**src/rtl/tac_pkg.sv**
```systemverilog
// shared types and constants of the tag allowlist controller
package tac_pkg;

  localparam int UID_BYTES = 7;
  localparam int TAG_SLOTS = 16;
  localparam int UID_W     = 56;
  localparam int KEY_BITS  = (UID_BYTES * 8 < UID_W) ? UID_BYTES * 8 : UID_W;
  localparam int SLOT_W    = (TAG_SLOTS > 1) ? $clog2(TAG_SLOTS) : 1;

  localparam logic [UID_W-1:0] UID_MASK = UID_W'((64'(1) << KEY_BITS) - 64'(1));

  typedef enum logic [2:0] {
    OC_DENIED  = 3'd0,
    OC_TOGGLED = 3'd1,
    OC_ADDED   = 3'd2,
    OC_REMOVED = 3'd3,
    OC_FULL    = 3'd4,
    OC_GRANTED = 3'd5
  } outcome_t;

  typedef enum logic [1:0] {
    CT_IDLE,
    CT_SCAN,
    CT_DONE
  } ctl_state_t;

  typedef enum logic [1:0] {
    SC_IDLE,
    SC_READ,
    SC_DRAIN,
    SC_DECIDE
  } scan_state_t;

  typedef struct packed {
    logic             start;
    logic             admin;
    logic [UID_W-1:0] uid;
  } scan_req_t;

  typedef struct packed {
    logic     done;
    outcome_t outcome;
  } scan_rsp_t;

endpackage

```
**src/rtl/tac_ram.sv**
```systemverilog
// generic single-port-write ram with registered read
module tac_ram #(
  parameter int WIDTH = 8,
  parameter int DEPTH = 16,
  localparam int AW = (DEPTH > 1) ? $clog2(DEPTH) : 1
) (
  input  logic             clk,
  input  logic             wr_en,
  input  logic [AW-1:0]    wr_addr,
  input  logic [WIDTH-1:0] wr_data,
  input  logic [AW-1:0]    rd_addr,
  output logic [WIDTH-1:0] rd_data
);

  logic [WIDTH-1:0] mem [DEPTH];
  logic [WIDTH-1:0] rd_data_r;

  always_ff @(posedge clk) begin
    if (wr_en) begin
      mem[wr_addr] <= wr_data;
    end
    rd_data_r <= mem[rd_addr];
  end

  assign rd_data = rd_data_r;

endmodule

```
**src/rtl/tac_scanner.sv**
```systemverilog
// table scan sequencer: one slot compare per cycle, then add, remove or look-up decision
module tac_scanner
  import tac_pkg::*;
(
  input  logic      clk,
  input  logic      rst_n,
  input  scan_req_t req,
  output scan_rsp_t rsp
);

  scan_state_t       state_r, state_nxt;
  logic [SLOT_W-1:0] addr_r, addr_nxt;
  logic [SLOT_W-1:0] rd_idx_r;
  logic              rd_pend_r, rd_pend_nxt;
  logic [UID_W-1:0]  uid_r;
  logic              admin_r;
  logic              hit_found_r, empty_found_r;
  logic [SLOT_W-1:0] hit_idx_r, empty_idx_r;
  logic [TAG_SLOTS-1:0] vld_r;

  logic [UID_W-1:0]  rd_data;
  logic [UID_W-1:0]  entry;
  logic              match, empty;
  logic              wr_en;
  logic              clr_en;
  outcome_t          outcome;

  tac_ram #(
    .WIDTH (UID_W),
    .DEPTH (TAG_SLOTS)
  ) u_table (
    .clk     (clk),
    .wr_en   (wr_en),
    .wr_addr (empty_idx_r),
    .wr_data (uid_r),
    .rd_addr (addr_r),
    .rd_data (rd_data)
  );

  // shared compare unit: slot value against the key and against zero
  assign entry = vld_r[rd_idx_r] ? rd_data : '0;
  assign match = (entry == uid_r);
  assign empty = (entry == '0);

  always_comb begin
    state_nxt   = state_r;
    addr_nxt    = addr_r;
    rd_pend_nxt = 1'b0;
    wr_en       = 1'b0;
    clr_en      = 1'b0;
    outcome     = OC_DENIED;
    rsp.done    = 1'b0;
    case (state_r)
      SC_IDLE: begin
        addr_nxt = '0;
        if (req.start) begin
          state_nxt = SC_READ;
        end
      end
      SC_READ: begin
        rd_pend_nxt = 1'b1;
        if (addr_r == SLOT_W'(TAG_SLOTS - 1)) begin
          state_nxt = SC_DRAIN;
        end else begin
          addr_nxt = addr_r + SLOT_W'(1);
        end
      end
      SC_DRAIN: begin
        state_nxt = SC_DECIDE;
      end
      SC_DECIDE: begin
        rsp.done  = 1'b1;
        state_nxt = SC_IDLE;
        if (admin_r) begin
          if (hit_found_r) begin
            clr_en  = 1'b1;
            outcome = OC_REMOVED;
          end else if (empty_found_r) begin
            wr_en   = 1'b1;
            outcome = OC_ADDED;
          end else begin
            outcome = OC_FULL;
          end
        end else if (hit_found_r && (uid_r != '0)) begin
          outcome = OC_GRANTED;
        end
      end
      default: begin
        state_nxt = SC_IDLE;
      end
    endcase
    rsp.outcome = outcome;
  end

  always_ff @(posedge clk) begin
    if (!rst_n) begin
      state_r       <= SC_IDLE;
      rd_pend_r     <= 1'b0;
      hit_found_r   <= 1'b0;
      empty_found_r <= 1'b0;
      vld_r         <= '0;
    end else begin
      state_r   <= state_nxt;
      rd_pend_r <= rd_pend_nxt;
      if (state_r == SC_IDLE && req.start) begin
        hit_found_r   <= 1'b0;
        empty_found_r <= 1'b0;
      end else if (rd_pend_r) begin
        if (match && !hit_found_r) begin
          hit_found_r <= 1'b1;
        end
        if (empty && !empty_found_r) begin
          empty_found_r <= 1'b1;
        end
      end
      // a cleared slot reads as zero through its valid bit
      if (clr_en) begin
        vld_r[hit_idx_r] <= 1'b0;
      end
      if (wr_en) begin
        vld_r[empty_idx_r] <= 1'b1;
      end
    end
  end

  always_ff @(posedge clk) begin
    addr_r   <= addr_nxt;
    rd_idx_r <= addr_r;
    if (state_r == SC_IDLE && req.start) begin
      uid_r   <= req.uid;
      admin_r <= req.admin;
    end
    if (rd_pend_r && match && !hit_found_r) begin
      hit_idx_r <= rd_idx_r;
    end
    if (rd_pend_r && empty && !empty_found_r) begin
      empty_idx_r <= rd_idx_r;
    end
  end

endmodule

```
**src/rtl/tag_allowlist_controller.sv**
```systemverilog
// top level of the tag allowlist controller: handshakes, master check, admin mode
//
//   port group   direction  transfer rule
//   in_*         in         in_valid high and in_stall low at a rising edge
//   out_*        out        out_valid high and out_stall low at a rising edge
//   cfg_*        in         cfg_wr_en high at a rising edge writes master uid
//
// a master card skips the table scan and its result goes from the result
// register to the output register; any other card waits for the table scan
// that reads one slot a cycle through the single read port of the tag ram
// reset (rst_n low at a clock edge) empties the table, enters normal mode and
// clears master uid; no clearing pass, valid bits empty the table at once
// a stalled result sits in the output register while the next card transfers
module tag_allowlist_controller
  import tac_pkg::*;
(
  input  logic              clk,
  input  logic              rst_n,
  input  logic              in_valid,
  output logic              in_stall,
  input  logic [UID_W-1:0]  in_card_uid,
  output logic              out_valid,
  input  logic              out_stall,
  output logic [2:0]        out_outcome,
  output logic              out_access_granted,
  output logic              out_admin_active,
  input  logic              cfg_wr_en,
  input  logic [UID_W-1:0]  cfg_wr_data
);

  ctl_state_t       state_r, state_nxt;
  logic [UID_W-1:0] master_r;
  logic             admin_r, admin_nxt;
  outcome_t         res_r, res_nxt;
  logic             out_valid_r, out_valid_nxt;
  outcome_t         out_outcome_r;
  logic             out_admin_r;

  logic             in_xfer;
  logic [UID_W-1:0] key;
  logic             is_master;
  logic             load_out;
  scan_req_t        scan_req;
  scan_rsp_t        scan_rsp;

  // only the low key bits of a uid take part in any compare
  assign key       = in_card_uid & UID_MASK;
  assign is_master = (key == (master_r & UID_MASK));
  assign in_xfer   = in_valid && !in_stall;
  assign in_stall  = (state_r != CT_IDLE);

  // the scan is skipped for the master card in both modes
  assign scan_req.start = in_xfer && !is_master;
  assign scan_req.admin = admin_r;
  assign scan_req.uid   = key;

  tac_scanner u_scanner (
    .clk   (clk),
    .rst_n (rst_n),
    .req   (scan_req),
    .rsp   (scan_rsp)
  );

  // output register frees up when empty or when its transfer happens now
  assign load_out = (state_r == CT_DONE) && (!out_valid_r || !out_stall);

  always_comb begin
    state_nxt     = state_r;
    res_nxt       = res_r;
    admin_nxt     = admin_r;
    out_valid_nxt = out_valid_r && out_stall;
    case (state_r)
      CT_IDLE: begin
        if (in_xfer) begin
          if (is_master) begin
            res_nxt   = OC_TOGGLED;
            state_nxt = CT_DONE;
          end else begin
            state_nxt = CT_SCAN;
          end
        end
      end
      CT_SCAN: begin
        if (scan_rsp.done) begin
          res_nxt   = scan_rsp.outcome;
          state_nxt = CT_DONE;
        end
      end
      CT_DONE: begin
        if (load_out) begin
          out_valid_nxt = 1'b1;
          state_nxt     = CT_IDLE;
          if (res_r == OC_TOGGLED) begin
            admin_nxt = !admin_r;
          end
        end
      end
      default: begin
        state_nxt = CT_IDLE;
      end
    endcase
  end

  always_ff @(posedge clk) begin
    if (!rst_n) begin
      state_r     <= CT_IDLE;
      admin_r     <= 1'b0;
      out_valid_r <= 1'b0;
      master_r    <= '0;
    end else begin
      state_r     <= state_nxt;
      admin_r     <= admin_nxt;
      out_valid_r <= out_valid_nxt;
      if (cfg_wr_en) begin
        master_r <= cfg_wr_data;
      end
    end
  end

  // payload registers
  always_ff @(posedge clk) begin
    res_r <= res_nxt;
    if (load_out) begin
      out_outcome_r <= res_r;
      out_admin_r   <= admin_nxt;
    end
  end

  assign out_valid          = out_valid_r;
  assign out_outcome        = out_outcome_r;
  assign out_access_granted = (out_outcome_r == OC_GRANTED);
  assign out_admin_active   = out_admin_r;

  // scanner answers only while the controller waits for it
  a_scan_done_in_scan: assert property (@(posedge clk) disable iff (!rst_n)
    scan_rsp.done |-> (state_r == CT_SCAN))
    else $error("scan finished outside of scan wait");

  // a master card result flips admin mode
  a_toggle_flips: assert property (@(posedge clk) disable iff (!rst_n)
    (load_out && res_r == OC_TOGGLED) |=> (admin_r != $past(admin_r)))
    else $error("admin mode not toggled by master card");

  // table edits and full reports only come out of admin mode
  a_admin_outcomes: assert property (@(posedge clk) disable iff (!rst_n)
    (out_valid && (out_outcome == OC_ADDED || out_outcome == OC_REMOVED ||
                   out_outcome == OC_FULL)) |-> out_admin_active)
    else $error("table edit reported outside admin mode");

  // no grant while in admin mode
  a_no_grant_admin: assert property (@(posedge clk) disable iff (!rst_n)
    (out_valid && out_access_granted) |-> !out_admin_active)
    else $error("access granted in admin mode");

endmodule
```
**config.mk**
```make
export PLATFORM = sky130hd
export DESIGN_NAME = tag_allowlist_controller
export DESIGN_NICKNAME = d
export VERILOG_FILES = /design/src/rtl/tac_pkg.sv /design/src/rtl/tac_ram.sv /design/src/rtl/tac_scanner.sv /design/src/rtl/tag_allowlist_controller.sv
export SDC_FILE = /design/constraint.sdc
export NUM_CORES = 1
export LEC_CHECK = 0
export ABC_AREA = 1
export BUFFER_PORTS_ARGS = -buffer_cell sky130_fd_sc_hd__buf_2
export CORE_AREA = 4 4 247 370
export CTS_CLUSTER_DIAMETER = 50
export DETAILED_ROUTE_END_ITERATION = 6
export DIE_AREA = 0 0 251 374
export PLACE_DENSITY = 0.71
export SLEW_MARGIN = 20
export SYNTH_ARGS = -nofsm -noshare
export SYNTH_HDL_FRONTEND = slang
export SYNTH_HIERARCHICAL = 1
export SYNTH_SLANG_ARGS = --single-unit
```
**constraint.sdc**
```tcl
create_clock -name clk -period 10.9 [get_ports clk]
set_input_delay 2.18 -clock clk [delete_from_list [all_inputs] [get_ports clk]]
set_output_delay 2.18 -clock clk [all_outputs]
set_load 0.01 [all_outputs]
```
; Word level (Yosys, flattened, before mapping)
; Memory sizes are Yosys's and may differ from the RTL's. A register that Yosys moved wholly into a read port is not among the register bits.
; Index checks and enable logic that the tools add are counted.
[totals]
ram_bits = 896
out_inout_bits = 7
input_bits = 117
mem_count = 1
ff_bits = 161
[memory_table]
columns = name, words, width, rd, rd_ports_with_merged_regs, write_ports, line
row1 = u_scanner.u_table.mem, 16, 56, 1, 1, 1, tac_ram.sv:15  ; logic [WIDTH-1:0] mem [DEPTH];
[op_classes]
order_cmp = 5
n_reduce_logical = 36
n_addsub = 1
n_bitwise = 4
eq_ne = 17
mux = 45
[ops]
columns = op, count
row1 = $eq 56x56->1, 2
row2 = $logic_not 56->1, 1
row3 = $mux 56, 1
row4 = $reduce_bool 56->1, 1
row5 = $mux 16, 3
row6 = $mux 3, 8
row7 = $mux 1, 19
row8 = $and 16x16->16, 1
row9 = $not 16->16, 1
row10 = $or 16x16->16, 1
row11 = $lt 4x5->1 const B, 3
row12 = $logic_and 1x1->1, 14
row13 = $mux 2, 6
row14 = $ne 2x2->1 const B, 5
row15 = $demux 1 s4, 2
row16 = $ge 4x1->1 const B, 2
row17 = $pmux 2 s4, 1
row18 = $pmux 4 s2, 1
row19 = $reduce_and 2->1, 4
row20 = $logic_not 1->1, 7
row21 = $eq 2x2->1 const B, 3
row22 = $pmux 2 s3, 1
row23 = $pmux 3 s2, 1
row24 = $reduce_bool 2->1, 3
row25 = other kinds (14), 17

; Logic depth before layout (Yosys ltp)
[depth]
ltp_word = 10
depth_mapped = 20
mapped_depth_nobuf = 17

; Modules after synthesis
; The synthesis kept the hierarchy.
[modules_own_cells]
columns = mod, area_per_inst_um2, instances, cells_each
row1 = tac_ram, 39679.3, 1, 3688
row2 = tac_scanner, 5082.4, 1, 631
row3 = tag_allowlist_controller, 3352.0, 1, 532

; Worst setup path after synthesis
; OpenSTA, ideal clock, no wires.
[synth_timing]
path_kind = reg-to-reg
start = reg u_scanner.state_r[0]
end = mem u_scanner/u_table/mem[12][0] (netlist bit), enable pin
path_stages_with_launch = 7
t_arrival_ps = 3901
setup_slack_ps = 6528
required_time_ps = 10430
synth_period_minus_slack_ps = 4372
path_cell_list = dfxtp_1 ha_1 inv_1 nor4_1 clkbuf_1 nand3_1 nor2_1
[synth_via]
elab_chain_len = 4
[synth_lines]
columns = element, line
row1 = from (decl), tac_scanner.sv:11  ; scan_state_t state_r, state_nxt;
row2 = from (signal assigned), tac_scanner.sv:103  ; state_r <= state_nxt;
row3 = $eq 2x2->1, tac_scanner.sv:53  ; case (state_r)
row4 = $mux 1, tac_scanner.sv:53
row5 = via u_scanner.wr_en, tac_scanner.sv:24  ; logic wr_en;
row6 = $mux 1, tac_ram.sv:19  ; if (wr_en) begin
row7 = $mux 1 (not written as such), tac_ram.sv:20  ; mem[wr_addr] <= wr_data;
row8 = to (decl), tac_ram.sv:15
; The timed path passes the listed nets, and every way through them passes these cells.

==> results.py <==
metrics = {
    "die": {
        "start_util_pct": 54.5,
        "coreArea_sq_um": 88400,
        "fp.dieW_microns": 251,
        "ioPinCount": 124,
        "die_y_microns": 374,
        "die-area_sq_um": 93900,
        "rows": 134,
    },
    "grt": {
        "grt_pass1_wl_mm": 192,
        "overflow": 0,
        "first_global_vias": 32361,
        "grt_start_max_net_pins": 188,
        "antenna_found_initial": 6,
        "grt_use_total_pct": 27.0,
    },
    "routing": {
        "drtIter0Drc": 3796,
        "wire_per_inst_microns": 21.0,
        "drt_wl_total_mm": 130,
        "vias": 33737,
        "drc": 0,
        "drtPass1Iterations": 7,
        "vias_per_cell": 5.48,
        "ant_nets": 0,
    },
    "placement": {
        "place.gp.congestion": 0.877,
        "dp_slack_ns": 6.23,
        "dp_hpwl_mm": 70.3,
        "io_buffers": 123,
    },
    "worst_setup_path": {
        "critical_path_required_ns": 11.13,
        "cp_data_arrival_time_ns": 4.27,
        "cp_max_fo": 57,
        "r2r_start": "u_scanner/rd_idx_r[0]",
        "r2r_slack_ns": 7.01,
        "worstSetupPathType": "in -> reg",
        "critical_path.endpoint_type": "register",
        "startpoint": "in_card_uid[47]",
        "reg2regPathDepth": 17,
        "critPathLaunchType": "input pin",
        "r2r_end": "u_scanner/hit_idx_r[2]",
    },
    "yosys": {
        "syn-cell-area_sq_um": 48100,
        "syn_inst": 4851,
        "synth_nets": 4973,
        "yosys_warnings": 6,
        "ys_types": 33,
        "synth_area_per_cell_sq_um": 9.92,
        "ys_ff_latch": 1113,
        "ys_seq_area_share_pct": 66.5,
    },
    "timing": {
        "rsz0062_at_grt": "false",
        "maxSlewHeadroom_pct": 24.0,
        "period_needed_ns": 4.04,
        "max_freq_mhz": 248,
        "worst_pin_slew_ns": 1.14,
        "clock_skew_ns": 0.0416,
        "hold_viol": 0,
        "tns_ns": 0,
        "slew_viol_final": 0,
        "fin_ws_ns": 6.86,
        "fin_crit_sh_pct": 37.0,
        "setup_viol": 0,
    },
    "hold_path": {
        "hold_path_depth": 0,
        "min_to": "out_outcome[0]",
        "hp-start": "res_r[0]",
        "hp-class": "reg -> reg",
    },
    "cells_and_area": {
        "fillers": 7042,
        "fin_nets": 5033,
        "layout-area-overhead-vs-synth_pct": 9.87,
        "layout_common_cells": "1,516 x nand2_1, 972 x edfxtp_1, 814 x inv_1, 725 x nand3_1, 190 x nor2_1",
        "drive_gt1_share_pct": 7.60,
        "layout_commonest_cell": "nand2_1",
    },
    "clock_network": {
        "cts_buffers": 102,
        "cts_setup_buffers": 0,
        "clk_latency_ns": 0.71,
        "clkSinkCount": 1113,
        "cts_max_level": 3,
        "path_clk_slew_ns": 0.06,
        "cts.repair.resized": 0,
        "cts_max_path_buffers": 3,
        "clock-root-buffer": "clkbuf_16",
        "cts_tree": "done",
        "ctsHoldBuffers": 0,
    },
    "pwr": {
        "p_leak_uw": 0.0226,
        "power.density_nw_per_um2": 234,
        "ir_drop_v": 0.000335,
    },
    "job": {
        "maxCapViolations": 0,
    },
    "run_status": {
        "status": "completed",
    },
}
cell usage after synthesis, drive strengths merged:
master | instances | area (sq um)
buf | 170 | 1230
xnor2 | 9 | 78.8
nor2 | 207 | 780
nand3b | 25 | 188
dfxtp | 141 | 2820
nor4 | 7 | 43.8
o21ai | 81 | 405
nand2 | 1521 | 5720
edfxtp | 972 | 29200
a211oi | 2 | 15.0
clkinv | 1 | 3.75
inv | 833 | 3140
or2 | 2 | 12.5
and3 | 1 | 6.26
o41ai | 12 | 105
ha | 5 | 62.6
nor3 | 12 | 60.1
clkbuf | 48 | 180
xor2 | 6 | 52.6
a21oi | 48 | 244
nand4 | 22 | 138
nand3 | 725 | 3630
o211ai | 1 | 7.51
per-stage QoR:
| stage | instances | hold WS (ns) | utilization (%) | area [sq um] | total power (uW) |
|---|---|---|---|---|---|
| finish | 6157 | 0.444 | 59.8 | 52900 | 12400 |
| global route | 6155 | 0.443 | 59.8 | 52900 | 12900 |
| CTS | 6154 | 0.444 | 59.8 | 52900 | 12400 |
| detailed placement | 5963 | 0.430 | 55.8 | 49300 | 8630 |
| global placement | 5962 | 0.429 | 55.8 | 49300 | 8590 |
| floorplan | 4851 | 0.409 | - | 48100 | 7740 |
sequential cells by signal, summed over array words and instances (netlist names), 2 cells and up:
name	flops
out_outcome	3
u_scanner/hit_idx_r	4
u_scanner/empty_idx_r	4
u_scanner/addr_r	4
u_scanner/uid_r	56
u_scanner/u_table/rd_data	56
u_scanner/vld_r	16
res_r	3
u_scanner/rd_idx_r	4
u_scanner/u_table/mem	896
master_r	56
u_scanner/state_r	2
state_r	2
cell families after synthesis:
logic type	Yosys count	synth area share [%]
xor gates and xnor gates	15	0.273
DFF	1113	66.5
and+or+nand+nor	2522	22.0
buffers and inverters	1052	9.47
adders and majority gates	5	0.130
AOI/OAI and AO/OA	144	1.61
final cells by class:
class / instances / area, sq um / area share (%)
well taps: 1156 / 1450 / 2.74
repair buffers: 174 / 1040 / 1.97
flip-flops and latches: 1113 / 32000 / 60.6
inverters: 834 / 3160 / 5.98
clock buffers: 117 / 2630 / 4.97
multi-input cells: 2686 / 11700 / 22.1
diodes: 3 / 7.51 / 0.0142
clock inverters: 74 / 882 / 1.67
report_power, final:
| part | switching [uW] | internal (uW) | leakage (uW) |
|---|---|---|---|
| sequential | 408 | 4960 | 0.00993 |
| combinational | 2350 | 911 | 0.0110 |
| clock | 1590 | 2170 | 0.00171 |
| total | 4350 | 8040 | 0.0226 |
critical path: stages:
cell	delay [ns]
buf_2	0.10
inv_1	0.04
nand2_1	0.04
nand2_1	0.05
nor2_1	0.34
nand2_1	0.10
nor2_1	0.30
nand2_1	0.09
nor2_1	0.10
nand2_1	0.08
nand3_1	0.09
inv_1	0.06
nand2_1	0.13
clkinv_4	0.51
per-layer routing:
| layer | GRT usage, % | vias up | share of wire [%] |
|---|---|---|---|
| met5 | 0 | - | 0.021 |
| met4 | 11.7 | 4 | 4.3 |
| met3 | 4.71 | 297 | 8.9 |
| met2 | 46.6 | 1639 | 50 |
| met1 | 33.5 | 16038 | 37 |
| li1 | - | 15759 | - |
worst max-delay path by stage:
stage                                         endpoint  cells past startpoint
final                              u_scanner/uid_r[50]                     14
after global routing               u_scanner/uid_r[50]                     14
after CTS                          u_scanner/uid_r[50]                     14
after detailed placement           u_scanner/uid_r[50]                     13
after global placement             u_scanner/uid_r[49]                     14
after floorplan           u_scanner/u_table/mem[12][0]                      6
(Power assumes the default switching activity.)
